**config.mk**
```make
export PLATFORM = sky130hd
export DESIGN_NAME = sra_ctrl
export DESIGN_NICKNAME = d
export VERILOG_FILES = /design/src/design/sra_pkg.sv /design/src/design/sra_ctrl.sv
export SDC_FILE = /design/constraint.sdc
export NUM_CORES = 1
export LEC_CHECK = 0
export BUFFER_PORTS_ARGS = -buffer_cell sky130_fd_sc_hd__buf_2
export CAP_MARGIN = 5
export CORE_AREA = 4 4 41 43
export DETAILED_ROUTE_END_ITERATION = 10
export DIE_AREA = 0 0 45 47
export PLACE_DENSITY = 0.49
export REMOVE_ABC_BUFFERS = 1
export SETUP_SLACK_MARGIN = 0.05
export SYNTH_ARGS = -nofsm -noshare
export SYNTH_HDL_FRONTEND = slang
export SYNTH_SLANG_ARGS = --single-unit
```
**constraint.sdc**
```tcl
create_clock -name clock -period 3.66 [get_ports clock]
set_clock_uncertainty 0.2 [all_clocks]
set_input_delay 0.549 -clock clock [delete_from_list [all_inputs] [get_ports clock]]
set_output_delay 0.549 -clock clock [all_outputs]
set_load 0.01 [all_outputs]
```
**src/design/sra_pkg.sv**
```systemverilog
// Shared constants, field widths and controller/datapath interface types.
`default_nettype none
package sra_pkg;

   localparam int unsigned COLS_DEFAULT = 1024;

   localparam int unsigned COL_W     = 10;
   localparam int unsigned VAL_W     = 32;
   localparam int unsigned ACC_W     = 64;
   localparam int unsigned ROW_CNT_W = 11;

   localparam int unsigned REQ_DATA_W = 80;
   localparam int unsigned RSP_DATA_W = 88;

   localparam logic FUNC_ACCUM = 1'b0;
   localparam logic FUNC_DRAIN = 1'b1;

   typedef struct packed {
      logic capture;
      logic look;
      logic list_rd;
      logic fetch;
      logic commit;
      logic clear_step;
   } sra_cmd_type;

   typedef struct packed {
      logic is_drain;
      logic drain_has;
      logic clear_done;
      logic out_free;
   } sra_status_type;

endpackage
`default_nettype wire

```
**src/design/sra_ctrl.sv**
```systemverilog
// Sequencing state machine for the sparse row accumulator.
`default_nettype none
module sra_ctrl (
   input  wire logic                    clock,
   input  wire logic                    reset,
   input  wire logic                    req_tvalid,
   output logic                         req_tready,
   input  wire sra_pkg::sra_status_type status,
   output sra_pkg::sra_cmd_type         cmd
);
   import sra_pkg::*;

   localparam logic [2:0] ST_CLEAR  = 3'd0;
   localparam logic [2:0] ST_IDLE   = 3'd1;
   localparam logic [2:0] ST_LOOK   = 3'd2;
   localparam logic [2:0] ST_LIST   = 3'd3;
   localparam logic [2:0] ST_FETCH  = 3'd4;
   localparam logic [2:0] ST_COMMIT = 3'd5;

   logic [2:0] state_ff;
   logic [2:0] state_in;

   always_ff @(posedge clock) begin
      if (reset) begin
         state_ff <= ST_CLEAR;
      end else begin
         state_ff <= state_in;
      end
   end

   always_comb begin
      state_in   = state_ff;
      cmd        = '0;
      req_tready = 1'b0;
      unique case (state_ff)
         ST_CLEAR: begin
            cmd.clear_step = 1'b1;
            if (status.clear_done) begin
               state_in = ST_IDLE;
            end
         end
         ST_IDLE: begin
            req_tready = 1'b1;
            if (req_tvalid) begin
               cmd.capture = 1'b1;
               state_in    = ST_LOOK;
            end
         end
         ST_LOOK: begin
            // Captured request decides the path; accumulate reads here.
            if (status.is_drain) begin
               state_in = ST_LIST;
            end else begin
               cmd.look = 1'b1;
               state_in = ST_COMMIT;
            end
         end
         ST_LIST: begin
            if (status.drain_has) begin
               cmd.list_rd = 1'b1;
               state_in    = ST_FETCH;
            end else begin
               state_in = ST_COMMIT;
            end
         end
         ST_FETCH: begin
            cmd.fetch = 1'b1;
            state_in  = ST_COMMIT;
         end
         ST_COMMIT: begin
            if (status.out_free) begin
               cmd.commit = 1'b1;
               state_in   = ST_IDLE;
            end
         end
         default: begin
            state_in = ST_IDLE;
         end
      endcase
   end

endmodule
`default_nettype wire

```
Word-level counts from Yosys, hierarchy flattened --
Cells that the tools add are included.
Word-level totals: output and inout bits 7, bits in writable memories 0, bits in registers 3, logic and storage cells 28, ROM bits 0, bits of input ports 7, latch bits 0, memories kept 0
Operators by class: add/sub/neg operators 0, bitwise gates (word level) 0, divide/modulo/power cells 0, $mul 0, reductions and logical operators 2, equal/unequal tests 8, mux-type cells 17, shifts and indexed selects 0, magnitude comparators 0
Operators by type and width (count):
- case mux 3 bit (6 select lines) | 1
- two-way mux 1 bit | 12
- two-way mux 3 bit | 4
- equality test 3 x 2 -> 1 bit, second input constant | 2
- equality test 3 bit, second input constant | 2
- != test 2 bit, second input constant | 3
- equality test 3 x 1 -> 1 bit, second input constant | 1
- zero test 3 bit | 1
- AND reduction 3 bit | 1

Longest topological paths before layout --
word-level depth 3, gate-level depth with buffers 4, depth with buffers taken out 3

Least setup slack after synthesis --
OpenSTA, ideal clock, no wires.
kind register -> output, start point register state_ff[0], end point output cmd[5] (netlist bit), path buffers 1, setup slack 1833 ps, arrival 1078 ps, stages on the path, launching flop included 5, path through dfxtp_1 -> buf_6 -> or2b_1 -> nor2_1 -> and2_1
RTL lines:
- start, declared | RTL line sra_ctrl.sv:20 | logic [2:0] state_ff;
- start signal, assigned | RTL line sra_ctrl.sv:27 | state_ff <= state_in;
- end, declared | RTL line sra_ctrl.sv:9 | output sra_pkg::sra_cmd_type cmd

==> flow_metrics.py <==
metrics = {
    "place": {
        "detailedPlacementHpwl_um": 485.2,
        "dp_slack_ns": 1.753,
        "dpl-instance-area_um2": 322.8,
        "io_buffers": 13,
        "place.gp.congestion": 0.6519,
    },
    "timing": {
        "min_period_ns": 2.138,
        "worst_pin_slew_ns": 0.3807,
        "hold_viol": 0,
        "relSlewSlack_pct": 74.58,
        "setup_viol": 0,
        "slew_viol_final": 0,
        "rsz0062_at_grt": "false",
        "hold_ws_ns": 0.3189,
        "setup_slack_ns": 1.522,
        "fmax_ghz": 0.4678,
        "period_share_pct": 58.41,
        "tns_ns": 0,
    },
    "pwr": {
        "p_per_area_nw_per_um2": 457.6,
        "pwr-share-comb_pct": 33.7,
        "p_int_mw": 0.1072,
        "power.share.clock_pct": 35.2,
        "p_switching_mw": 0.05257,
        "ir_worst_vdd_mv": 0.1545,
        "swShare_pct": 32.91,
        "leakage_nw": 0.1639,
        "power_frac_seq_pct": 31.1,
    },
    "final_layout": {
        "final_util_pct": 26.83,
        "final_cell_area_um2": 349.1,
        "area_growth_syn_to_layout_pct": 32.86,
        "layout.nets": 54,
        "largest_reg_flops": 3,
        "reg_top3": "state_ff x3",
        "largest_register": "state_ff",
        "diodes": 0,
        "drive_gt1_share_pct": 45.65,
    },
    "logic_synthesis": {
        "syn_inst": 32,
        "ys_types": 23,
        "synth_area_per_cell_um2": 8.211,
        "synth_seq_area_share_pct": 22.86,
        "synth_area_leaders": "dfxtp_1 23%, mux2i_1 7.6%, nor2_1 7.1%, a221oi_2 5.7%, nor4b_2 5.7%",
        "synth_area_leader_cell": "dfxtp_1",
        "yosys_register_bits": 3,
        "synth_area_um2": 262.8,
        "synth_warnings": 0,
        "synth_top_area_share_pct": 22.86,
    },
    "cts": {
        "post-cts-setup-buffers": 0,
        "clk_latency_ns": 0.23,
        "cts-resized-gates": 0,
        "clk_pin_slew_worst_paths_ns": 0.04,
        "cts.htree.levels": 1,
        "clock_path_buffers": 2,
        "clock_tree.root_cell": "clkbuf_4",
        "cts_inserted_buffers": 3,
        "cts.sinks": 3,
        "cts_tree": "done",
        "ctsHoldBuffers": 0,
    },
    "hold_path": {
        "min_from": "reset",
        "hold_depth": 2,
        "hp-class": "in -> reg",
        "hold_end": "state_ff[2]",
    },
    "routing": {
        "routed-via-count": 260,
        "wl_per_cell_um": 10.25,
        "drtAntennaViolNets": 0,
        "drt-initial-drc-count": 0,
        "first_pass_iters": 1,
        "viasPerCell": 4.262,
        "drt-total-wl_um": 625,
        "drc": 0,
    },
    "worst_setup_path": {
        "criticalPathCategory": "reg -> out",
        "rrSetupSlack_ns": 2.05,
        "r2r_start": "state_ff[2]",
        "end_kind": "output port",
        "crit_path_max_incr_delay_ns": 0.48,
        "cp-start-kind": "flop",
        "cp_max_fo": 9,
        "r2r_end": "state_ff[2]",
        "path_cells": "or2b_1, nor2_1, and2_1, buf_2",
        "crit_required_ns": 2.91,
        "critPathSlowestCell": "dfxtp_1",
        "ff2ff_path_depth": 3,
        "arrival_ns": 1.39,
    },
    "grt": {
        "grt.total_usage_pct": 6.156,
        "grt_overflow": 0,
        "grt_first_pass_wirelength_um": 876,
        "grt_pass1_vias": 215,
        "grt_start_max_net_pins": 12,
        "antenna_found_initial": 0,
    },
    "floorplan": {
        "rows": 13,
        "io_pins": 14,
        "initial_core_util_pct": 20.19,
        "die_x_um": 45,
        "die_area_um2": 2115,
        "die_h_um": 47,
        "coreArea_um2": 1301,
    },
    "run": {
        "cap_violations": 0,
    },
    "status": {
        "status": "complete, no violations",
    },
}
==> power by group through the flow <==
stage | Sequential (mW) | Clock, mW | Combinational [mW]
detailed placement | 0.0501 | 0 | 0.0546
finish | 0.0497 | 0.0562 | 0.0538
global route | 0.0509 | 0.0644 | 0.0596
CTS | 0.0498 | 0.0602 | 0.0547
global placement | 0.0501 | 0 | 0.0543
floorplan | 0.0472 | 0 | 0.0376
==> worst max-delay path, delay by kind of cell, from the launching register on <==
kind                   cells  cell delay [ns]
flip-flops                 1             0.48
buffers and inverters      1             0.12
AND/OR/NAND/NOR            3             0.55
==> per-stage QoR <==
step / power [mW] / std cells
finish: 0.1597 / 61
global route: 0.1748 / 61
CTS: 0.1647 / 61
detailed placement: 0.1047 / 57
global placement: 0.1043 / 57
floorplan: 0.08481 / 29
==> layout make-up <==
cell class / count / area, um^2
Clock buffer: 4 / 26.28
Multi-Input combinational cell: 24 / 171.4
Inverter: 2 / 7.507
Fill cell: 152 / 952.2
Sequential cell: 3 / 60.06
Timing Repair Buffer: 13 / 65.06
Tap cell: 15 / 18.77
==> cell usage after synthesis (all sizes together) <==
cell type	instances
dfxtp	3
inv	2
nor2b	1
nor2	5
o22ai	1
nand2	2
a211oi	1
buf	3
a21oi	1
or2	1
nor3b	1
o32a	1
nor4b	1
or2b	1
o21ai	1
mux2i	2
a221oi	1
and3	2
and2	1
mux2	1
==> kinds of logic after synthesis <==
family          share of synthesized area (%)
compound gates                          18.57
simple gates                            34.77
buf+inv                                 11.90
mux                                     11.90
flops                                   22.86
==> per-layer routing <==
| layer | GRT usage, % | part of all wire, % | vias up |
|---|---|---|---|
| met5 | 0 | 0 | - |
| met4 | 5.263 | 0 | 0 |
| met3 | 2.682 | 15 | 0 |
| met2 | 8.192 | 41 | 12 |
| met1 | 7.483 | 44 | 109 |
| li1 | - | - | 139 |
==> cells in the final DEF, fill, tap and decap left out <==
master / synthesis / final
buf_2: 1 / 13
and3_2: 1 / 1
or2_4: 1 / 1
and2_1: 1 / 1
nor2b_1: 1 / 1
dfxtp_1: 3 / 3
nand2_1: 2 / 2
o21ai_0: 1 / 1
nor3b_1: 1 / 1
o22ai_1: 1 / 1
o32a_1: 1 / 1
a211oi_1: 1 / 1
clkbuf_4: 0 / 3
a221oi_2: 1 / 1
clkbuf_1: 0 / 1
mux2i_1: 2 / 2
or2b_1: 1 / 1
inv_1: 2 / 2
mux2_2: 1 / 1
a21oi_1: 1 / 1
nor4b_2: 1 / 1
and3_1: 1 / 1
nor2_1: 5 / 5
==> worst max path at each step <==
stage / slack (ns) / depth (start not counted) / end / from
2_1_floorplan: 1.80 / 3 / cmd[5] / state_ff[0]
3_3_place_gp: 1.77 / 4 / cmd[5] / state_ff[0]
3_5_place_dp: 1.75 / 4 / cmd[5] / state_ff[0]
4_1_cts: 1.49 / 4 / cmd[5] / state_ff[0]
5_1_grt: 1.42 / 4 / cmd[5] / state_ff[0]
6_report: 1.52 / 4 / cmd[5] / state_ff[0]
No activity file was read; power rests on OpenSTA's default activity.
